File: config.mk
export PLATFORM = sky130hd
export DESIGN_NAME = itsbf_cmd_fifo
export DESIGN_NICKNAME = d
export VERILOG_FILES = /design/src/hdl/itsbf_pkg.sv /design/src/hdl/itsbf_cmd_fifo.sv
export SDC_FILE = /design/constraint.sdc
export NUM_CORES = 1
export LEC_CHECK = 0
export BUFFER_PORTS_ARGS = -buffer_cell sky130_fd_sc_hd__buf_4
export CAP_MARGIN = 20
export CORE_MARGIN = 3
export CORE_UTILIZATION = 45
export CTS_CLUSTER_DIAMETER = 150
export CTS_CLUSTER_SIZE = 14
export DETAILED_ROUTE_END_ITERATION = 12
export SYNTH_ARGS = -nofsm -noshare
export SYNTH_HDL_FRONTEND = slang
export SYNTH_SLANG_ARGS = --single-unit
File: constraint.sdc
create_clock -name clock -period 5.9 [get_ports clock]
set_input_delay 0.59 -clock clock [delete_from_list [all_inputs] [get_ports clock]]
set_output_delay 0.59 -clock clock [all_outputs]
set_load 0.01 [all_outputs]
File: src/hdl/itsbf_pkg.sv
// Shared types for the IPv4 TCP source blocklist filter.
package itsbf_pkg;

   typedef enum logic [1:0] {
      REQ_PKT   = 2'd0,
      REQ_WRITE = 2'd1,
      REQ_READ  = 2'd2
   } req_code_type;

   typedef enum logic [2:0] {
      RSN_SHORT_ETH = 3'd0,
      RSN_NOT_IPV4  = 3'd1,
      RSN_SHORT_IP  = 3'd2,
      RSN_NOT_TCP   = 3'd3,
      RSN_NO_MATCH  = 3'd4,
      RSN_BLOCKED   = 3'd5
   } reason_type;

   typedef enum logic [1:0] {
      CMD_VERDICT = 2'd0,
      CMD_LOOKUP  = 2'd1,
      CMD_WRITE   = 2'd2,
      CMD_READ    = 2'd3
   } cmd_kind_type;

   typedef enum logic [1:0] {
      ST_CLEAR = 2'd0,
      ST_IDLE  = 2'd1,
      ST_READ  = 2'd2,
      ST_SCAN  = 2'd3
   } back_state_type;

   typedef enum logic {
      RSP_VERDICT = 1'b0,
      RSP_ENTRY   = 1'b1
   } rsp_kind_type;

   typedef struct packed {
      cmd_kind_type kind;
      reason_type   reason;
      logic [5:0]   index;
      logic [31:0]  key;
      logic         valid;
      logic [31:0]  count;
   } cmd_type;

   typedef struct packed {
      rsp_kind_type kind;
      logic         verdict;
      reason_type   reason;
      logic [5:0]   index;
      logic [31:0]  key;
      logic         valid;
      logic [31:0]  count;
   } rsp_type;

endpackage

File: src/hdl/itsbf_cmd_fifo.sv
// Short command queue between the front end and the table engine.
module itsbf_cmd_fifo import itsbf_pkg::*; (
   input  logic    clock,
   input  logic    reset,
   input  logic    push,
   input  cmd_type push_word,
   output logic    full,
   input  logic    pop,
   output cmd_type pop_word,
   output logic    empty
);

   localparam int DEPTH = 4;
   localparam int PTR_W = $clog2(DEPTH);

   cmd_type            slot_ff [DEPTH];
   logic [PTR_W-1:0]   wr_ptr_ff, wr_ptr_in;
   logic [PTR_W-1:0]   rd_ptr_ff, rd_ptr_in;
   logic [PTR_W:0]     fill_ff, fill_in;
   logic               do_push, do_pop;

   assign full     = (fill_ff == (PTR_W+1)'(DEPTH));
   assign empty    = (fill_ff == '0);
   assign pop_word = slot_ff[rd_ptr_ff];
   assign do_push  = push && !full;
   assign do_pop   = pop && !empty;

   always_comb begin
      wr_ptr_in = do_push ? wr_ptr_ff + PTR_W'(1) : wr_ptr_ff;
      rd_ptr_in = do_pop ? rd_ptr_ff + PTR_W'(1) : rd_ptr_ff;
      fill_in   = fill_ff;
      if (do_push && !do_pop) begin
         fill_in = fill_ff + (PTR_W+1)'(1);
      end else if (do_pop && !do_push) begin
         fill_in = fill_ff - (PTR_W+1)'(1);
      end
   end

   always_ff @(posedge clock) begin
      if (reset) begin
         wr_ptr_ff <= '0;
         rd_ptr_ff <= '0;
         fill_ff   <= '0;
      end else begin
         wr_ptr_ff <= wr_ptr_in;
         rd_ptr_ff <= rd_ptr_in;
         fill_ff   <= fill_in;
      end
   end

   always_ff @(posedge clock) begin
      if (do_push) begin
         slot_ff[wr_ptr_ff] <= push_word;
      end
   end

endmodule

# ---- Word-level counts from Yosys, hierarchy flattened
# Memory sizes are Yosys's and may differ from the RTL's. A register that Yosys moved wholly into a read port is not among the register bits.
# Index checks and enable logic that the tools add are counted.
dict set report totals {
  mem_count 1
  regBits 7
  in_bits 80
  ramBits 304
}
dict set report op_classes {
  mux 6
  eq_ne 1
  n_reduce_logical 10
  add_sub_neg 4
}
# name depth width rd rd_ports_with_merged_regs write_ports line_no
set mem_list {}
lappend mem_list {slot_ff 4 76 1 1 1 itsbf_cmd_fifo.sv:16} ;# cmd_type slot_ff [DEPTH];
# operator count
set op_table {}
lappend op_table {{$mux 3} 2}
lappend op_table {{$add 2x1->2 const B} 2}
lappend op_table {{$logic_and 1x1->1} 4}
lappend op_table {{$logic_not 1->1} 4}
lappend op_table {{$mux 2} 2}
lappend op_table {{$add 3x1->3 const B} 1}
lappend op_table {{$eq 3x3->1 const B} 1}
lappend op_table {{$logic_not 3->1} 1}
lappend op_table {{$sub 3x1->3 const B} 1}
lappend op_table {{$mux 1} 2}
lappend op_table {{$reduce_bool 2->1} 1}

# ---- Depth between registers and ports, before layout
# Gate-level depths: netlist of run 1.
dict set report depth {
  word_depth 7
  mapped_depth 8
  depth_no_buf 8
}

# ---- Least setup slack after synthesis of run 1
# OpenSTA, ideal clock, no wires.
dict set report synth_path {
  path_type {input port to flip-flop}
  startpoint {input push}
  endpoint {memory slot_ff[0][0] (netlist name) (enable)}
  required_ns 5.457
  stages 3
  arrival_time_ns 2.703
  slack_ns 2.754
  cell_sequence {inv_1 > nor2_1 > and2_1}
}
dict set report synth_via {
  elab_chain_cells 3
}
# item line_no
set synth_lines {}
lappend synth_lines {{start: declaration} itsbf_cmd_fifo.sv:5} ;# input logic push,
lappend synth_lines {{$logic_and 1x1->1} itsbf_cmd_fifo.sv:25} ;# assign do_push = push && !full;
lappend synth_lines {{via do_push} itsbf_cmd_fifo.sv:20} ;# logic do_push, do_pop;
lappend synth_lines {{$mux 1} itsbf_cmd_fifo.sv:52} ;# if (do_push) begin
lappend synth_lines {{$mux 1 (not written as such)} itsbf_cmd_fifo.sv:53} ;# slot_ff[wr_ptr_ff] <= push_word;
lappend synth_lines {{end: declaration} itsbf_cmd_fifo.sv:16}
# The timed path passes the listed nets, and every way through them passes these cells.

==> impl_metrics.tcl, run 1 <==
set metrics [dict create \
    grt_overflow 0 \
    crit_type "flip-flop to output pin" \
    utilization 0.555 \
    numPortBuffers 157 \
    finalClockSkew_ps 7.75 \
    synth_seq_cells 313 \
    numCtsBuffers 26 \
    rr_worst_depth 4 \
    grt_max_degree 52 \
    ant_nets 0 \
    worst_slew_pin_slew_ps 799 \
    wire_per_inst_um 21.7 \
    finalHoldViolCount 0 \
    p_per_area_nw_per_um2 417 \
    cts_setup_buffers 0 \
    fin_tns_setup_ps 0 \
    seq_area_frac_synth 0.812 \
    synth_nets 531 \
    syn-mean-instance-area_um2 25.8 \
    max_clock_freq_mhz 342 \
    wl_um 20600 \
    syn2layout_area_growth_pct 19.4 \
    n_antenna_cell 0 \
    htree_levels 1 \
    gp_congestion 0.704 \
    hp-class "input pin to flip-flop" \
    layout_commonest_cell "edfxtp_1" \
    layout.cells.non_filler 952 \
    required_ps 5310 \
    r2r-start "fill_ff[0]" \
    drt_iter0_markers 402 \
    nNetsFinal 705 \
    coreArea_um2 24700 \
    status "finished, final reports clean" \
    cp_max_fo 38 \
    cts-resized-gates 0 \
    antenna_found_initial 0 \
    dp_hpwl_um 12500 \
    reg2reg_slack_ps 3360 \
    finalSetupViolations 0 \
    synth.distinct_cells 24 \
    rsz0062_at_grt "false" \
    viasPerCell 5.32 \
    drc 0 \
    maxSlewHeadroom 0.468 \
    startpoint_type "flip-flop" \
    clock_latency_ps 520 \
    ff_latch_area_um2 9320 \
    nFillCells 1929 \
    ios 158 \
    slew_violations 0 \
    cts_sinks 313 \
    r2r_end "slot_ff[3][40]" \
    grt_pass1_vias 5637 \
    die_h_um 166 \
    cts.path.max_buffers 3 \
    die_w_um 166 \
    post-route-period-util 0.495 \
    drive_above_1_share 0.436 \
    grt_pass1_wl_um 32400 \
    layout_setup_ws_ps 2980 \
    vdd_drop_max_uv 224 \
    dieArea_um2 27400 \
    grt_util_all_layers 0.150 \
    rows 57 \
    arrival_ps 2330 \
    netlist_instances 445 \
    layout_common_cells "304 x edfxtp_1, 163 x buf_4, 76 x mux4_2" \
    cts_hold_buf 0 \
    critPathCapture "pop_word[74]" \
    dp_cells 915 \
    first_pass_iters 4 \
    cts_tree "built" \
    multi_input_area_um2 1980 \
    min_period_ps 2920 \
    dp_slack_ps 3140 \
    clockRootBuffer "clkbuf_16" \
    hold_ws_ps 266 \
    clkTransAtPathRegs_ps 70 \
    drv_cap 0 \
    synth_area_um2 11500 \
    num_vias 5066 \
    initial_core_util 0.465 \
    leakage_nw 4.54 \
    worst_setup_path_end_kind "output pin" \
    yosys_warnings 0 \
]
-- worst max-delay path: stages (launching register included) --
cell,delay [ps]
dfxtp_4,340
buf_4,620
mux4_2,660
buf_4,170
-- per-layer routing --
| layer | track usage | routed length [µm] | vias up |
|---|---|---|---|
| met5 | 0 | 0 | - |
| met4 | 0.0474 | 641 | 0 |
| met3 | 0.0377 | 1160 | 40 |
| met2 | 0.251 | 10300 | 152 |
| met1 | 0.196 | 8510 | 2638 |
| li1 | - | - | 2236 |
-- registers in the layout (all words and copies together), names as in the netlist, named ones only --
| signal | count |
|---|---|
| slot_ff | 304 |
| fill_ff | 3 |
| rd_ptr_ff | 2 |
| wr_ptr_ff | 2 |
-- through the flow --
| step | area [µm²] | total power [mW] |
|---|---|---|
| final | 13700 | 5.71 |
| after global routing | 13700 | 5.98 |
| after global placement | 12900 | 4.25 |
| after detailed placement | 13000 | 4.28 |
| after CTS | 13700 | 5.82 |
| after floorplan | 11500 | 3.70 |
-- kinds of logic after synthesis --
group           after synthesis  synth area share
flops                       313             0.812
mux                          78             0.151
buf+inv                      22            0.0165
simple gates                 16           0.00742
compound gates                6           0.00316
fa+ha+maj                     6           0.00720
xor+xnor                      4           0.00305
-- final cells by class --
| type | count | area share |
|---|---|---|
| clock buffers | 36 | 0.0518 |
| clock inverters | 1 | 0.000823 |
| inverters | 4 | 0.00110 |
| multi-input cells | 110 | 0.145 |
| flip-flops and latches | 313 | 0.681 |
| well taps | 324 | 0.0296 |
| repair buffers | 164 | 0.0914 |
-- power breakdown --
part	internal (mW)	switching, mW
combinational	0.758	0.682
sequential	2.67	0.0679
clock	0.829	0.695
total	4.26	1.44
-- cells in the mapped netlist --
cell,count,share of area
nor3b_1,1,0.00065
buf_6,1,0.00098
buf_12,5,0.0087
buf_1,3,0.00098
xor2_1,4,0.0031
dfxtp_1,9,0.016
mux4_2,76,0.15
o31ai_1,1,0.00065
edfxtp_1,304,0.80
buf_4,3,0.0020
nor2_1,6,0.0020
a21oi_1,2,0.00087
clkbuf_1,1,0.00033
nor3_1,1,0.00044
buf_2,5,0.0022
o21ai_0,2,0.00087
inv_1,4,0.0013
o311ai_0,1,0.00076
or3_1,2,0.0011
and2_1,4,0.0022
nand2b_1,2,0.0011
ha_1,5,0.0055
mux2i_1,2,0.0017
fa_1,1,0.0017
-- worst min path at each step --
| stage | slack, ps | to | cells after the start | start |
|---|---|---|---|---|
| after floorplan | 480 | wr_ptr_ff[1] | 2 | wr_ptr_ff[1] |
| after global placement | 500 | wr_ptr_ff[1] | 2 | wr_ptr_ff[1] |
| after detailed placement | 510 | wr_ptr_ff[1] | 2 | wr_ptr_ff[1] |
| after CTS | 240 | slot_ff[2][62] | 1 | push_word[62] |
| after global routing | 240 | slot_ff[0][64] | 1 | push_word[64] |
| final | 270 | slot_ff[2][10] | 1 | push_word[10] |
Note: power is estimated with default switching activity, not from simulation.
==> run 2, diff against run 1 <==
- clock period: 5.9 -> 2.78 ns (I/O delays scaled with it)
==> impl_metrics.tcl, run 2 (synthesized netlist as in run 1, its figures left out) <==
set metrics [dict create \
    drc 0 \
    drv_cap 0 \
    multi_input_area_um2 1980 \
    syn2layout_area_growth_pct 27.0 \
    grt_pass1_wl_um 33700 \
    worst-path-buf-inv 1 \
    fin_tns_setup_ps 0 \
    dp_slack_ps 349 \
    arrival_ps 2930 \
    cts-resized-gates 0 \
    worst_setup_path_end_kind "flip-flop" \
    numPortBuffers 157 \
    layout_common_cells "304 x edfxtp_1, 159 x buf_4, 77 x dlygate4sd3_1" \
    finalSetupViolations 0 \
    layout_setup_ws_ps 300 \
    cp_slowest_stage_delay_ps 460 \
    path_cells "nor3b_1, nor2_1, ha_1, inv_1, fa_1, xor2_1, or3_1, a21oi_1" \
    die_h_um 166 \
    clkTransAtPathRegs_ps 60 \
    numCtsBuffers 26 \
    viasPerCell 5.21 \
    drt_iter0_markers 375 \
    largest_reg_flops 304 \
    min_period_ps 2480 \
    p_per_area_nw_per_um2 844 \
    first_pass_iters 4 \
    worst_slew_pin_slew_ps 482 \
    rows 57 \
    vdd_drop_max_uv 547 \
    drive_above_1_share 0.391 \
    cts_sinks 313 \
    grt_max_degree 61 \
    slew_violations 0 \
    antenna_found_initial 1 \
    grt_util_all_layers 0.155 \
    finalClockSkew_ps 6.83 \
    cp_top_family "simple AND/OR/NAND/NOR gates" \
    coreArea_um2 24700 \
    seqPwrFrac 0.473 \
    power_frac_comb 0.264 \
    cp_max_fo 6 \
    initial_core_util 0.465 \
    crit_type "flip-flop to flip-flop" \
    grt_pass1_vias 5958 \
    num_vias 5384 \
    top_register "slot_ff" \
    wl_um 21600 \
    cts.path.max_buffers 3 \
    clockRootBuffer "clkbuf_16" \
    layout_commonest_cell "edfxtp_1" \
    post-route-period-util 0.892 \
    internal_power_mw 9.18 \
    leakage_nw 4.90 \
    ant_nets 0 \
    dieArea_um2 27400 \
    ios 158 \
    htree_levels 1 \
    status "finished, final reports clean" \
    wire_per_inst_um 20.9 \
    nNetsFinal 785 \
    switching_share 0.254 \
    grt_overflow 0 \
    cts_hold_buf 77 \
    die_w_um 166 \
    ff_latch_area_um2 9320 \
    gp_congestion 0.751 \
    hp-class "input pin to flip-flop" \
    required_ps 3230 \
    finalHoldViolCount 0 \
    power.switching_mw 3.12 \
    worst_path_max_delay_cell "dfxtp_1" \
    startpoint_type "flip-flop" \
    dp_hpwl_um 12800 \
    cts_setup_buffers 0 \
    power.share.clock 0.263 \
    nFillCells 1847 \
    cts_tree "built" \
    rsz0062_at_grt "false" \
    clock_latency_ps 520 \
    maxSlewHeadroom 0.675 \
    max_clock_freq_mhz 403 \
    largestRegisters "slot_ff (304), fill_ff (3)" \
]
[run 2: changes by cell type in the layout (fill, tap and decap cells not counted)]
cell / change
diode_2: +1
dlygate4sd3_1: +77
buf_4: -4
buf_12: +8
buf_16: -1
[run 2: layer usage]
metal | global-route usage | vias to the layer above | part of all wire
met4 | 0.0293 | 0 | 0.016
li1 | - | 2401 | -
met1 | 0.216 | 2816 | 0.44
met5 | 0 | - | 0
met3 | 0.0396 | 25 | 0.060
met2 | 0.253 | 142 | 0.48
[run 2: per-stage QoR]
step	power [mW]	instance area, µm²	cells	hold WS (ps)	utilization
floorplan	7.84	11500	445	377	-
finish	12.3	14600	1033	167	0.590
CTS	12.5	14600	1032	136	0.590
global route	12.9	14600	1033	163	0.590
detailed placement	9.15	13100	918	482	0.530
global placement	9.10	13100	918	477	0.530
[run 2: path summary, 6_finish.rpt]
| path | start | end | slack, ps | cells after the start |
|---|---|---|---|---|
| hold / removal | push | wr_ptr_ff[0] | 170 | 4 |
| setup / recovery | fill_ff[0] | fill_ff[2] | 300 | 8 |
| hold reg to reg | wr_ptr_ff[1] | wr_ptr_ff[1] | 520 | 2 |
| setup reg to reg | fill_ff[0] | fill_ff[2] | 300 | 8 |
[run 2: area by class of cell]
cell class                 count  area share
sequential                   313       0.640
timing repair buffer         244       0.146
multi-input combinational    110       0.136
clock buffer                  36      0.0487
tap                          324      0.0278
inverter                       4     0.00103
clock inverter                 1    0.000773
antenna                        1    0.000172
[run 2: tightest hold or removal path, stage by stage]
cell     delay, ps
buf_4          110
inv_1           80
or3_1          110
a21oi_1         50
[run 2: power by group through the flow]
stage	clock network (mW)	registers [mW]	logic [mW]
after floorplan	0	5.86	1.98
after global placement	0	5.89	3.21
after detailed placement	0	5.93	3.23
after CTS	3.34	5.82	3.33
after global routing	3.51	5.86	3.50
final	3.23	5.82	3.25
