<file path="config.mk">
export PLATFORM = sky130hd
export DESIGN_NAME = itsbf_front
export DESIGN_NICKNAME = d
export VERILOG_FILES = /design/src/hdl/itsbf_pkg.sv /design/src/hdl/itsbf_front.sv
export SDC_FILE = /design/constraint.sdc
export NUM_CORES = 1
export LEC_CHECK = 0
export ABC_AREA = 0
export BUFFER_PORTS_ARGS = -buffer_cell sky130_fd_sc_hd__buf_2
export CORE_MARGIN = 4
export CORE_UTILIZATION = 44
export CTS_BUF_LIST = sky130_fd_sc_hd__clkbuf_2 sky130_fd_sc_hd__clkbuf_4 sky130_fd_sc_hd__clkbuf_8
export DETAILED_ROUTE_END_ITERATION = 8
export HOLD_SLACK_MARGIN = 0.02
export PLACE_DENSITY = 0.79
export REMOVE_ABC_BUFFERS = 1
export SYNTH_ARGS = -nofsm -noshare
export SYNTH_HDL_FRONTEND = slang
export SYNTH_SLANG_ARGS = --single-unit
</file>
<file path="constraint.sdc">
create_clock -name clock -period 2.1 [get_ports clock]
set_input_delay 0.21 -clock clock [delete_from_list [all_inputs] [get_ports clock]]
set_output_delay 0.21 -clock clock [all_outputs]
set_load 0.02 [all_outputs]
</file>
<file path="src/hdl/itsbf_pkg.sv">
// Shared types for the IPv4 TCP source blocklist filter.
package itsbf_pkg;

   typedef enum logic [1:0] {
      REQ_PKT   = 2'd0,
      REQ_WRITE = 2'd1,
      REQ_READ  = 2'd2
   } req_code_type;

   typedef enum logic [2:0] {
      RSN_SHORT_ETH = 3'd0,
      RSN_NOT_IPV4  = 3'd1,
      RSN_SHORT_IP  = 3'd2,
      RSN_NOT_TCP   = 3'd3,
      RSN_NO_MATCH  = 3'd4,
      RSN_BLOCKED   = 3'd5
   } reason_type;

   typedef enum logic [1:0] {
      CMD_VERDICT = 2'd0,
      CMD_LOOKUP  = 2'd1,
      CMD_WRITE   = 2'd2,
      CMD_READ    = 2'd3
   } cmd_kind_type;

   typedef enum logic [1:0] {
      ST_CLEAR = 2'd0,
      ST_IDLE  = 2'd1,
      ST_READ  = 2'd2,
      ST_SCAN  = 2'd3
   } back_state_type;

   typedef enum logic {
      RSP_VERDICT = 1'b0,
      RSP_ENTRY   = 1'b1
   } rsp_kind_type;

   typedef struct packed {
      cmd_kind_type kind;
      reason_type   reason;
      logic [5:0]   index;
      logic [31:0]  key;
      logic         valid;
      logic [31:0]  count;
   } cmd_type;

   typedef struct packed {
      rsp_kind_type kind;
      logic         verdict;
      reason_type   reason;
      logic [5:0]   index;
      logic [31:0]  key;
      logic         valid;
      logic [31:0]  count;
   } rsp_type;

endpackage

</file>
<file path="src/hdl/itsbf_front.sv">
// Front end: tracks frame bytes, captures header fields, classifies each frame and forwards table requests.
module itsbf_front import itsbf_pkg::*; (
   input  logic        clock,
   input  logic        reset,
   input  logic        accept,
   input  logic [1:0]  req_type,
   input  logic [7:0]  req_pkt_byte,
   input  logic        req_pkt_last,
   input  logic [5:0]  req_entry_index,
   input  logic [31:0] req_entry_key,
   input  logic        req_entry_valid,
   input  logic [31:0] req_entry_count,
   output logic        cmd_push,
   output cmd_type     cmd_word
);

   localparam logic [5:0]  POS_ETH_HI   = 6'd12;
   localparam logic [5:0]  POS_ETH_LO   = 6'd13;
   localparam logic [5:0]  POS_PROTO    = 6'd23;
   localparam logic [5:0]  POS_SRC_FIRST = 6'd26;
   localparam logic [5:0]  POS_SRC_LAST = 6'd29;
   localparam logic [5:0]  POS_IP_LAST  = 6'd33;
   localparam logic [5:0]  POS_MAX      = 6'd63;
   localparam logic [15:0] ETHERTYPE_IPV4 = 16'h0800;
   localparam logic [7:0]  PROTO_TCP    = 8'd6;

   logic [5:0]  byte_position_ff, byte_position_in;
   logic [15:0] ether_type_ff, ether_type_in;
   logic [7:0]  ip_protocol_ff, ip_protocol_in;
   logic [31:0] source_address_ff, source_address_in;
   logic [15:0] eth_cap;
   logic [7:0]  proto_cap;
   logic [31:0] src_cap;

   always_ff @(posedge clock) begin
      if (reset) begin
         byte_position_ff  <= '0;
         ether_type_ff     <= '0;
         ip_protocol_ff    <= '0;
         source_address_ff <= '0;
      end else begin
         byte_position_ff  <= byte_position_in;
         ether_type_ff     <= ether_type_in;
         ip_protocol_ff    <= ip_protocol_in;
         source_address_ff <= source_address_in;
      end
   end

   always_comb begin
      eth_cap   = ether_type_ff;
      proto_cap = ip_protocol_ff;
      src_cap   = source_address_ff;
      if (byte_position_ff == POS_ETH_HI || byte_position_ff == POS_ETH_LO) begin
         eth_cap = {ether_type_ff[7:0], req_pkt_byte};
      end else if (byte_position_ff == POS_PROTO) begin
         proto_cap = req_pkt_byte;
      end else if (byte_position_ff >= POS_SRC_FIRST && byte_position_ff <= POS_SRC_LAST) begin
         src_cap = {source_address_ff[23:0], req_pkt_byte};
      end
   end

   always_comb begin
      byte_position_in  = byte_position_ff;
      ether_type_in     = ether_type_ff;
      ip_protocol_in    = ip_protocol_ff;
      source_address_in = source_address_ff;
      cmd_push          = 1'b0;
      cmd_word.kind     = CMD_WRITE;
      cmd_word.reason   = RSN_SHORT_ETH;
      cmd_word.index    = req_entry_index;
      cmd_word.key      = req_entry_key;
      cmd_word.valid    = req_entry_valid;
      cmd_word.count    = req_entry_count;
      if (accept) begin
         unique case (req_type)
            REQ_PKT: begin
               if (req_pkt_last) begin
                  cmd_push          = 1'b1;
                  cmd_word.kind     = CMD_VERDICT;
                  cmd_word.key      = src_cap;
                  byte_position_in  = '0;
                  ether_type_in     = '0;
                  ip_protocol_in    = '0;
                  source_address_in = '0;
                  if (byte_position_ff < POS_ETH_LO) begin
                     cmd_word.reason = RSN_SHORT_ETH;
                  end else if (eth_cap != ETHERTYPE_IPV4) begin
                     cmd_word.reason = RSN_NOT_IPV4;
                  end else if (byte_position_ff < POS_IP_LAST) begin
                     cmd_word.reason = RSN_SHORT_IP;
                  end else if (proto_cap != PROTO_TCP) begin
                     cmd_word.reason = RSN_NOT_TCP;
                  end else begin
                     cmd_word.kind   = CMD_LOOKUP;
                     cmd_word.reason = RSN_NO_MATCH;
                  end
               end else begin
                  ether_type_in     = eth_cap;
                  ip_protocol_in    = proto_cap;
                  source_address_in = src_cap;
                  byte_position_in  = (byte_position_ff == POS_MAX) ? POS_MAX :
                                      byte_position_ff + 6'd1;
               end
            end
            REQ_WRITE: begin
               cmd_push      = 1'b1;
               cmd_word.kind = CMD_WRITE;
            end
            REQ_READ: begin
               cmd_push      = 1'b1;
               cmd_word.kind = CMD_READ;
            end
            default: begin
               cmd_push = 1'b0;
            end
         endcase
      end
   end

endmodule

</file>
# After elaboration in Yosys (flattened, before gate mapping)
# Cells that the tools add are included.
[totals]
out_inout_bits = 77
register_bits = 62
elab_cells = 51
inputBits = 85
[op_classes]
order_cmp = 4
n_reduce_logical = 5
add_sub_neg = 1
eq_ne = 8
n_mux = 29
[op_table]
columns = ["cell", "count"]
rows = [
  ["two-way mux 32 bit", 7],
  ["two-way mux 16 bit", 2],
  ["two-way mux 8 bit", 3],
  ["inequality test 16 x 12 -> 1 bit, second input constant", 1],
  ["two-way mux 3 bit", 5],
  ["== test 6 x 4 -> 1 bit, second input constant", 2],
  ["two-way mux 6 bit", 2],
  ["two-way mux 5 bit", 2],
  ["inequality test 8 x 3 -> 1 bit, second input constant", 1],
  ["adder 6 x 1 -> 6 bit, second input constant", 1],
  ["== test 6 x 5 -> 1 bit, second input constant", 1],
  ["== test 6 bit, second input constant", 1],
  ["greater-or-equal comparator 6 x 5 -> 1 bit, second input constant", 1],
  ["less-or-equal comparator 6 x 5 -> 1 bit, second input constant", 1],
  ["< comparator 6 x 4 -> 1 bit, second input constant", 1],
  ["< comparator 6 bit, second input constant", 1],
  ["two-way mux 1 bit", 5],
  ["case mux 2 bit (2 select lines)", 1],
  ["== test 2 x 1 -> 1 bit, second input constant", 1],
  ["== test 2 bit, second input constant", 1],
  ["logical NOT 2 bit", 1],
  ["two-way mux 2 bit", 1],
  ["case mux 1 bit (2 select lines)", 1],
  ["AND reduction 2 bit", 1],
  ["3 further kinds", 3],
]

# Longest topological paths before layout
# Gate-level depths: netlist of the first run.
[depth]
ltp_word = 11
ltp_mapped = 9
ltp_nobuf = 7

# Worst setup path before layout of the first run
# Ideal clock, no wire load.
[synth_timing]
path_kind = "flip-flop to output port"
from = "register byte_position_ff[0]"
to = "output cmd_word[74] in the netlist's numbering"
path_slack_ps = -479
t_arrival_ps = 2369
required_time_ps = 1890
stages_incl_launch_ff = 7
path_buffers = 0
path_cell_list = "dfxtp_1 -> ha_1 -> nor2b_1 -> nand4b_1 -> mux2_2 -> nor4b_1 -> a21o_1"
[synth_rtl]
columns = ["element", "line_no", "source"]
rows = [
  ["start: declaration", "itsbf_front.sv:27", "logic [5:0] byte_position_ff, byte_position_in;"],
  ["start signal: assignment", "itsbf_front.sv:42", "byte_position_ff <= byte_position_in;"],
  ["end: declaration", "itsbf_front.sv:14", "output cmd_type cmd_word"],
]

==> key figures, run 1 <==
STA
  • # setup viols final: 57
  • Crit share post-route: 112%
  • Fin Hold WS: 0.225 ns
  • Unrepaired setup endpoints after global routing: true
  • Relative slew slack: between 40% and 50%
  • Post-layout min period: between 2 and 2.5 ns
  • Highest clock rate: between 400 and 500 MHz
  • Final Skew: 0.00549 ns
  • Final Slew Violations: 0
  • Final hold violation count: 0
  • Setup TNS: -6.69 ns
  • Worst slew pin tran: between 0.8 and 0.9 ns
  • Post-route setup slack: -0.248 ns

Worst setup path
  • Critical path, cell by cell: inv_4 > ha_4 > nor3_4 > nor3_4 > buf_6 > buf_12 > mux2i_1 > o21ai_1 > buf_2
  • R2R Path Start: byte_position_ff[0]
  • CP required: 1.89 ns
  • R2r setup slk: -0.06 ns
  • Critical path peak fanout: 6
  • Critical path's slowest cell: dfxtp_4
  • Start point of the critical path: byte_position_ff[0]
  • Slowest Stage Delay on Critical Path: 0.38 ns
  • Crit path DAT: about 2.1 ns
  • Most used cell, CP: nor3_4
  • R2R depth: 11
  • Setup crit end: cmd_word[60]
  • R2r endpoint: source_address_ff[14]
  • Crit path capture type: output pin
  • Startpoint Class: register
  • Crit path kind: register to output pin

Synth
  • Share of flip-flops with an asynchronous set or reset: 0%
  • Cell Area, Synth: 3490 um2
  • Post-Syn Instances: 412
  • Post-synthesis sequential area ratio: 35.5%
  • Distinct cells, synth: 39
  • Post-synth EDFFs: 0
  • Syn avg cell area: 8.48 um2
  • Warnings from Yosys: 0
  • Dominant synthesized flop cell: dfxtp_1
  • Seq cells post-synth: slightly above 60

Place
  • DP HPWL: approximately 7400 um
  • IO Port Bufs: 83
  • Final GP Congestion: 0.870
  • Setup WS pre-CTS: -0.134 ns

Floorplanning
  • Die width: 97.1 um
  • Ports: 162
  • Die height: 97.1 um
  • Core Area: 7730 um2
  • Row count: 32
  • Die footprint: 9430 um2
  • Initial Utilization: 45.2%

Global routing
  • Vias in the first global route: about 3200
  • Largest net degree at the start of global routing: 37
  • Total global-route track usage: approximately 22%
  • Initial antenna violation count: 0
  • Overflow after GRT: 0
  • First-pass GRT wire length: 16400 um

Clocking
  • Root buffer cell: clkbuf_8
  • H-tree Lvls: 3
  • Hold Buf Count CTS: 0
  • Clk_lat worst skew: 0.33 ns
  • CTS buffer count: 9
  • Clock sinks: 62
  • Clock transition at path regs: 0.06 ns
  • CTS tree: done
  • Clock Path Buffers: 2

Drt
  • Total number of vias: between 3000 and 4000
  • DR pass1 iterations: 4
  • WL/cell: roughly 19 um
  • Antenna Nets Post-Route: 0
  • Detailed Route Iter0 Violations: 217
  • Vias per inst: 5.73
  • Post-Route WL: 11100 um
  • # DRC: 0

Power and ir drop
  • Leak Pwr: ~1.9 nW
  • Pwr/cell area: 517 nW/um2
  • VDD IR max: 0.318 mV

Final layout
  • Final nets: approximately 580
  • Fill cell count: 627
  • Share of layout cells above drive strength 1: 37.3%
  • Antenna Cells: 0
  • Layout area overhead: 30.4%
  • Final Util: 59.0%
  • Most common cell after layout, fill and taps aside: buf_2
  • Most frequent cells in the layout: buf_2 (74), dfxtp_1 (58), nor2_1 (44), buf_4 (37), nand2_1 (35)

Outcome
  • Violated checks: setup timing
  • Outcome: finished with violations

Run
  • Max-Cap Viols: 0

Hold path
  • Hold WC Path Type: primary input to register
cells by family after synthesis:
family          synth area share, %
buf+inv                        12.4
mux                            9.49
simple gates                   17.7
flops                          35.5
compound gates                 22.0
fa+ha+maj                      2.87
cell type report:
class / instances / area (um2) / area share [%]
inverters: 7 / 31.3 / 0.686
clock buffers: 11 / 151 / 3.32
flip-flops and latches: 62 / 1250 / 27.5
clock inverters: 2 / 10.0 / 0.220
repair buffers: 133 / 967 / 21.2
multi-input cells: 278 / 2020 / 44.3
well taps: 102 / 128 / 2.80
state kept, by name, indices dropped and copies added, names as in the netlist:
signal             count
ip_protocol_ff         8
ether_type_ff         16
source_address_ff     32
byte_position_ff       6
timing repair:
item	in CTS	in global routing
endpoints found under the setup margin	60	76
setup buffers	20	5
gates resized for setup	86	18
cloned	1	3
pin swaps	7	32
hold endpoints to repair	0	0
where the power goes:
group / internal, mW / switching (mW)
clock: 0.469 / 0.427
combinational: 0.107 / 0.176
sequential: 1.17 / 0.00178
per-layer routing:
metal	track usage (%)	vias up	share of wire, %
li1	-	1605	-
met1	26.7	1618	41
met2	31.7	165	45
met3	11.6	20	11
met4	6.48	2	1.9
met5	5.49	-	0.31
worst min path at each step:
stage | from | endpoint | slack (ns) | cells after the start
after floorplan | reset | byte_position_ff[0] | 0.28 | 1
after global placement | req_entry_count[23] | cmd_word[23] | 0.42 | 0
after detailed placement | req_entry_count[23] | cmd_word[23] | 0.42 | 0
after CTS | reset | source_address_ff[0] | 0.21 | 2
after global routing | reset | source_address_ff[4] | 0.23 | 2
final | reset | source_address_ff[7] | 0.23 | 2
per-stage QoR:
stage | total power, mW | instance area [um2] | instances
global placement | 1.46 | 3910 | 560
detailed placement | 1.47 | 3910 | 560
global route | 2.43 | 4560 | 595
CTS | 2.35 | 4440 | 592
finish | 2.35 | 4560 | 595
floorplan | 1.33 | 3090 | 347
Yosys cell counts (2+ instances only):
| cell type | instances | area [um2] |
|---|---|---|
| clkbuf_1 | 13 | 48.8 |
| nor4_1 | 5 | 31.3 |
| buf_4 | 39 | 293 |
| ha_1 | 8 | 100 |
| inv_1 | 7 | 26.3 |
| nor3b_1 | 3 | 22.5 |
| a41oi_1 | 2 | 17.5 |
| nand2_1 | 37 | 139 |
| o21ai_0 | 34 | 170 |
| nor2b_1 | 10 | 62.6 |
| nand4_1 | 3 | 18.8 |
| dfxtp_1 | 62 | 1240 |
| nand4b_1 | 3 | 26.3 |
| buf_2 | 12 | 60.1 |
| a31oi_1 | 4 | 25.0 |
| o41ai_1 | 2 | 17.5 |
| a21o_1 | 3 | 22.5 |
| a21oi_1 | 7 | 35.0 |
| mux2i_1 | 32 | 320 |
| a22oi_1 | 32 | 240 |
| nor3_1 | 8 | 40.0 |
| nor2_1 | 46 | 173 |
| a22o_1 | 24 | 210 |
critical path, delay by kind of cell (launching register included):
kind                     cells  cell delay, ns
AO/OA/AOI/OAI                1            0.09
multiplexers                 1            0.25
adder cells (fa/ha/maj)      1            0.14
buffers and inverters        4            0.55
flip-flops                   1            0.38
AND/OR/NAND/NOR              2            0.40
(Power assumes the default switching activity.)
==> run 2, diff against run 1 <==
Settings changed: CORE_UTILIZATION 44 to 35, PLACE_DENSITY 0.79 to 0.65.
==> run 2 against run 1 <==
The flow still finishes with violations (setup timing); clock skew up 0.0013 ns; sequential power is essentially flat; first-iteration DRC count decreased by 21%; maximum frequency up 1.8%; clock power rose by 23%; combinational power rose by 11%; sequential share of layout area shrank 0.67 points; final cell count is 4.7% higher; power up 9.8%; hold slack worse by 0.0038 ns; via count shrank 4.6%; critical endpoint is now cmd_word[74]; largest cell class unchanged.
==> key figures, run 2 (same netlist as run 1, synthesis figures left out) <==
Worst setup path
  • R2R Path Start: byte_position_ff[0]
  • Crit path capture type: output pin
  • Start point of the critical path: byte_position_ff[0]
  • Critical path peak fanout: 4
  • R2r endpoint: source_address_ff[17]
  • CP required: 1.89 ns
  • R2r setup slk: approximately 0.05 ns
  • R2R depth: 11
  • Startpoint Class: register
  • Crit path DAT: 2.10 ns
  • Setup crit end: cmd_word[74]
  • Crit path kind: register to output pin

Floorplanning
  • Die width: 108 um
  • Row count: 36
  • Die footprint: 11600 um2
  • Ports: 162
  • Die height: 108 um
  • Initial Utilization: 35.9%
  • Core Area: around 9700 um2

Place
  • IO Port Bufs: 83
  • Post-Place Cells: 594
  • DP HPWL: between 7000 and 8000 um
  • Final GP Congestion: 0.835

STA
  • Final hold violation count: 0
  • Final Skew: 0.00674 ns
  • Final Slew Violations: 0
  • Relative slew slack: 56.2%
  • Post-layout min period: 2.31 ns
  • Fin Hold WS: around 0.22 ns
  • # setup viols final: 36
  • Worst slew pin tran: 0.647 ns
  • Post-route setup slack: -0.207 ns
  • Unrepaired setup endpoints after global routing: true
  • Highest clock rate: about 430 MHz
  • Crit share post-route: 110%

Clocking
  • Root buffer cell: clkbuf_8
  • Clock sinks: 62
  • H-tree Lvls: 3
  • Clock Path Buffers: 2
  • CTS buffer count: 9
  • Clk_lat worst skew: 0.35 ns
  • Clock transition at path regs: roughly 0.07 ns
  • CTS tree: done

Drt
  • DR pass1 iterations: 4
  • Vias per inst: 5.22
  • Total number of vias: 3254
  • WL/cell: 17.3 um
  • Detailed Route Iter0 Violations: 171
  • Post-Route WL: ~11000 um
  • Antenna Nets Post-Route: 0
  • # DRC: 0

Final layout
  • Largest regs: source_address_ff x32, ether_type_ff x16, ip_protocol_ff x8
  • Register area: 1250 um2
  • Most frequent cells in the layout: buf_4 (65), dfxtp_1 (58), buf_2 (47), nor2_1 (45), nand2_1 (36)
  • Top reg by flops: source_address_ff
  • Most common cell after layout, fill and taps aside: buf_4
  • Area of the multi-input gates: 2020 um2
  • Final Util: 48.0%
  • Share of layout cells above drive strength 1: 36.5%
  • Final nets: 578
  • Layout area overhead: 33.7%
  • Final Non-Filler Cells: 623
  • Largest register FFs: 32
  • Antenna Cells: 0
  • Fill cell count: 948

Hold path
  • Hold WC Path Type: primary input to register

Outcome
  • Outcome: finished with violations
  • Violated checks: setup timing

Global routing
  • Overflow after GRT: 0
  • Total global-route track usage: 18.1%
  • Initial antenna violation count: 0
  • First-pass GRT wire length: 16200 um
  • Vias in the first global route: 3184
  • Largest net degree at the start of global routing: 51

Run
  • Max-Cap Viols: 0

Power and ir drop
  • Leak Pwr: 1.90 nW
  • VDD IR max: 0.312 mV
  • Pwr/cell area: roughly 550 nW/um2
run 2: worst min path at each step:
stage               cells past startpoint                   end               start
global placement                        0           cmd_word[4]  req_entry_count[4]
CTS                                     2  source_address_ff[1]               reset
finish                                  2  source_address_ff[1]               reset
floorplan                               1   byte_position_ff[0]               reset
global route                            2  source_address_ff[1]               reset
detailed placement                      0           cmd_word[4]  req_entry_count[4]
run 2: power breakdown:
group          switching [mW]  internal (mW)  total (mW)
clock network           0.484          0.612        1.10
logic                   0.179          0.133       0.313
registers             0.00133           1.17        1.18
run 2: repair_timing:
| action | in CTS | in global routing |
|---|---|---|
| buffers inserted | 11 | 1 |
| endpoints found under the hold margin | 0 | 0 |
| pin swaps | 7 | 7 |
| gates resized for setup | 110 | 15 |
| cloned | 2 | 1 |
| hold buffers | 0 | 0 |
| setup endpoints to repair | 60 | 68 |
run 2: critical path, cell delays in order (launching register included):
cell and delay [ns]:
dfxtp_4 0.39, ha_2 0.20, nor2b_4 0.16, nand4b_1 0.14, mux2_4 0.36, nor4b_4 0.26
a21o_1 0.12, buf_4 0.13
run 2: metrics by stage:
step | total power, mW | instance area, um2 | setup WS (ns) | setup TNS, ns
after floorplan | 1.33 | 3090 | -1.40 | -60.50
after global placement | 1.47 | 3970 | -0.142 | -1.71
after detailed placement | 1.48 | 3970 | -0.194 | -5.04
after CTS | 2.60 | 4570 | -0.205 | -5.68
after global routing | 2.68 | 4670 | -0.313 | -8.86
final | 2.58 | 4670 | -0.207 | -4.93
run 2: final cells by class:
type / instances / area share (%)
Clock buffer: 11 / 3.24
Clock inverter: 5 / 1.21
Inverter: 7 / 0.670
Multi-Input combinational cell: 278 / 43.2
Sequential cell: 62 / 26.8
Tap cell: 133 / 3.56
Timing Repair Buffer: 127 / 21.4
run 2: per-layer routing:
metal	share of wire, %	vias up	track usage [%]
li1	-	1597	-
met5	0.36	-	4.46
met1	46	1517	23.6
met4	1.0	2	5.32
met3	9.7	10	8.28
met2	43	128	26.5
==> run 3, diff against run 2 <==
Settings changed: PLACE_DENSITY 0.65 to unset.
Clock period 2.1 ns to 2.7 ns, I/O delays scaled along.
==> run 3 against run 2 <==
The run now ends clean; global-route usage down 1.2 points; register-to-register slack better by 0.28 ns; flip-flop and latch count unchanged; wire length down 10%; cell area down 15%; largest cell class unchanged; largest power group unchanged.
==> key figures, run 3 (same netlist as run 1, synthesis figures left out) <==
Clocking
  • Clock sinks: between 60 and 70
  • Clock Path Buffers: 2
  • Root buffer cell: clkbuf_8
  • Post-CTS setup buffers: 0
  • Clk_lat worst skew: approximately 0.34 ns
  • CTS tree: done
  • H-tree Lvls: 3
  • CTS buffer count: 9
  • Clock transition at path regs: 0.07 ns
  • Hold Buf Count CTS: 0

STA
  • Crit share post-route: 95.8%
  • Setup TNS: 0 ns
  • Final Slew Violations: 0
  • Final hold violation count: 0
  • Unrepaired setup endpoints after global routing: true
  • Fin Hold WS: about 0.46 ns
  • Relative slew slack: 21.5%
  • Post-route setup slack: roughly 0.11 ns
  • Post-layout min period: ~2.6 ns
  • Final Skew: 0.00876 ns
  • Highest clock rate: 387 MHz
  • Worst slew pin tran: 1.17 ns
  • # setup viols final: 0

Worst setup path
  • R2r setup slk: 0.33 ns
  • Startpoint Class: register
  • Crit path DAT: 2.32 ns
  • CP required: 2.43 ns
  • Crit path capture type: output pin
  • Crit path kind: register to output pin
  • R2R Path Start: byte_position_ff[0]
  • Critical path, cell by cell: ha_2 > nor2b_1 > nand4b_1 > mux2_2 > nor4b_4 > a21o_1 > buf_2
  • Slowest Stage Delay on Critical Path: 0.41 ns
  • Critical path's slowest cell: dfxtp_1
  • R2r endpoint: source_address_ff[14]
  • Start point of the critical path: byte_position_ff[1]
  • R2R depth: 6
  • Critical path peak fanout: 7

Floorplanning
  • Die width: ~110 um
  • Ports: around 160
  • Die footprint: 11600 um2
  • Initial Utilization: between 30% and 40%
  • Row count: 36
  • Die height: 108 um
  • Core Area: a little under 10000 um2

Power and ir drop
  • Pwr/cell area: between 400 and 500 nW/um2
  • Power, Total: roughly 1.8 mW
  • Leak Pwr: 1.61 nW
  • VDD IR max: 0.191 mV

Final layout
  • Largest register FFs: 32
  • Final nets: 544
  • Fill cell count: 972
  • Share of layout cells above drive strength 1: 26.3%
  • Fin area: roughly 4000 um2
  • Largest regs: source_address_ff x32, ether_type_ff x16, ip_protocol_ff x8
  • Most common cell after layout, fill and taps aside: buf_2
  • Final Util: between 40% and 50%
  • Antenna Cells: 0
  • Most frequent cells in the layout: buf_2 (83), dfxtp_1 (62), nor2_1 (46), nand2_1 (36), o21ai_0 (34)
  • Top reg by flops: source_address_ff
  • Layout area overhead: 13.9%
  • Final Non-Filler Cells: just under 600

Global routing
  • Largest net degree at the start of global routing: 65
  • Total global-route track usage: 17.0%
  • Vias in the first global route: 2796
  • Overflow after GRT: 0
  • First-pass GRT wire length: 15200 um
  • Initial antenna violation count: 0

Hold path
  • Hold path startpoint: req_pkt_byte[7]
  • Hold WC Path Type: primary input to register
  • Hold Path Stages: 4
  • Hold path endpoint: source_address_ff[7]

Place
  • Post-Place Cells: roughly 570
  • IO Port Bufs: 83
  • Setup WS pre-CTS: 0.264 ns
  • Placed cell areas: 3770 um2
  • Final GP Congestion: 0.835
  • DP HPWL: 7320 um

Drt
  • Post-Route WL: about 9700 um
  • DR pass1 iterations: 4
  • Total number of vias: about 3000
  • Vias per inst: 5.12
  • Detailed Route Iter0 Violations: roughly 240
  • Antenna Nets Post-Route: 0
  • WL/cell: approximately 17 um
  • # DRC: 0

Outcome
  • Outcome: finished, final reports clean

Run
  • Max-Cap Viols: 0
[run 3: cell types whose count changed in the layout (fill, tap and decap cells not counted), moves of 4 or more]
| cell | delta |
|---|---|
| ha_4 | -4 |
| buf_12 | -4 |
| buf_4 | -56 |
| o21ai_0 | +32 |
| mux2i_1 | +8 |
| buf_2 | +36 |
| buf_6 | -6 |
| mux2i_2 | -8 |
| dfxtp_1 | +4 |
| ha_1 | +4 |
| o21ai_1 | -32 |
[run 3: worst max-delay path by stage]
stage	endpoint	slack, ns	cells past startpoint
finish	cmd_word[74]	0.11	7
global placement	cmd_word[74]	0.32	8
floorplan	source_address_ff[10]	-0.80	6
detailed placement	cmd_word[74]	0.26	7
CTS	cmd_word[74]	0.008	7
global route	cmd_word[36]	-0.05	8
[run 3: metal layers]
metal / wire (um) / global-route usage (%)
met1: 4440 / 22.2
met3: 1340 / 10.7
met5: 69 / 7.14
met2: 3760 / 22.0
met4: 113 / 5.32
[run 3: worst max-delay path: cells and delay by family (launching register included)]
family / cells / cell delay, ns
AND/OR/NAND/NOR: 3 / 0.69
adder cells (fa/ha/maj): 1 / 0.27
flip-flops: 1 / 0.41
AO/OA/AOI/OAI: 1 / 0.11
multiplexers: 1 / 0.36
buffers and inverters: 1 / 0.15
[run 3: timing repair]
action,CTS,global route
hold endpoints to repair,0,0
setup endpoints to repair,4,3
gates resized for setup,2,4
pin swaps,0,0
[run 3: cell type report]
type	instances	area, um2	area share [%]
Clock inverter	5	35.0	0.881
Clock buffer	11	145	3.65
Multi-Input combinational cell	278	1860	46.8
Sequential cell	62	1240	31.2
Inverter	7	26.3	0.660
Tap cell	133	166	4.18
Timing Repair Buffer	93	503	12.6
[run 3: power by group]
group	internal (mW)	switching (mW)
combinational	0.0706	0.129
sequential	0.915	0.000752
clock	0.368	0.361
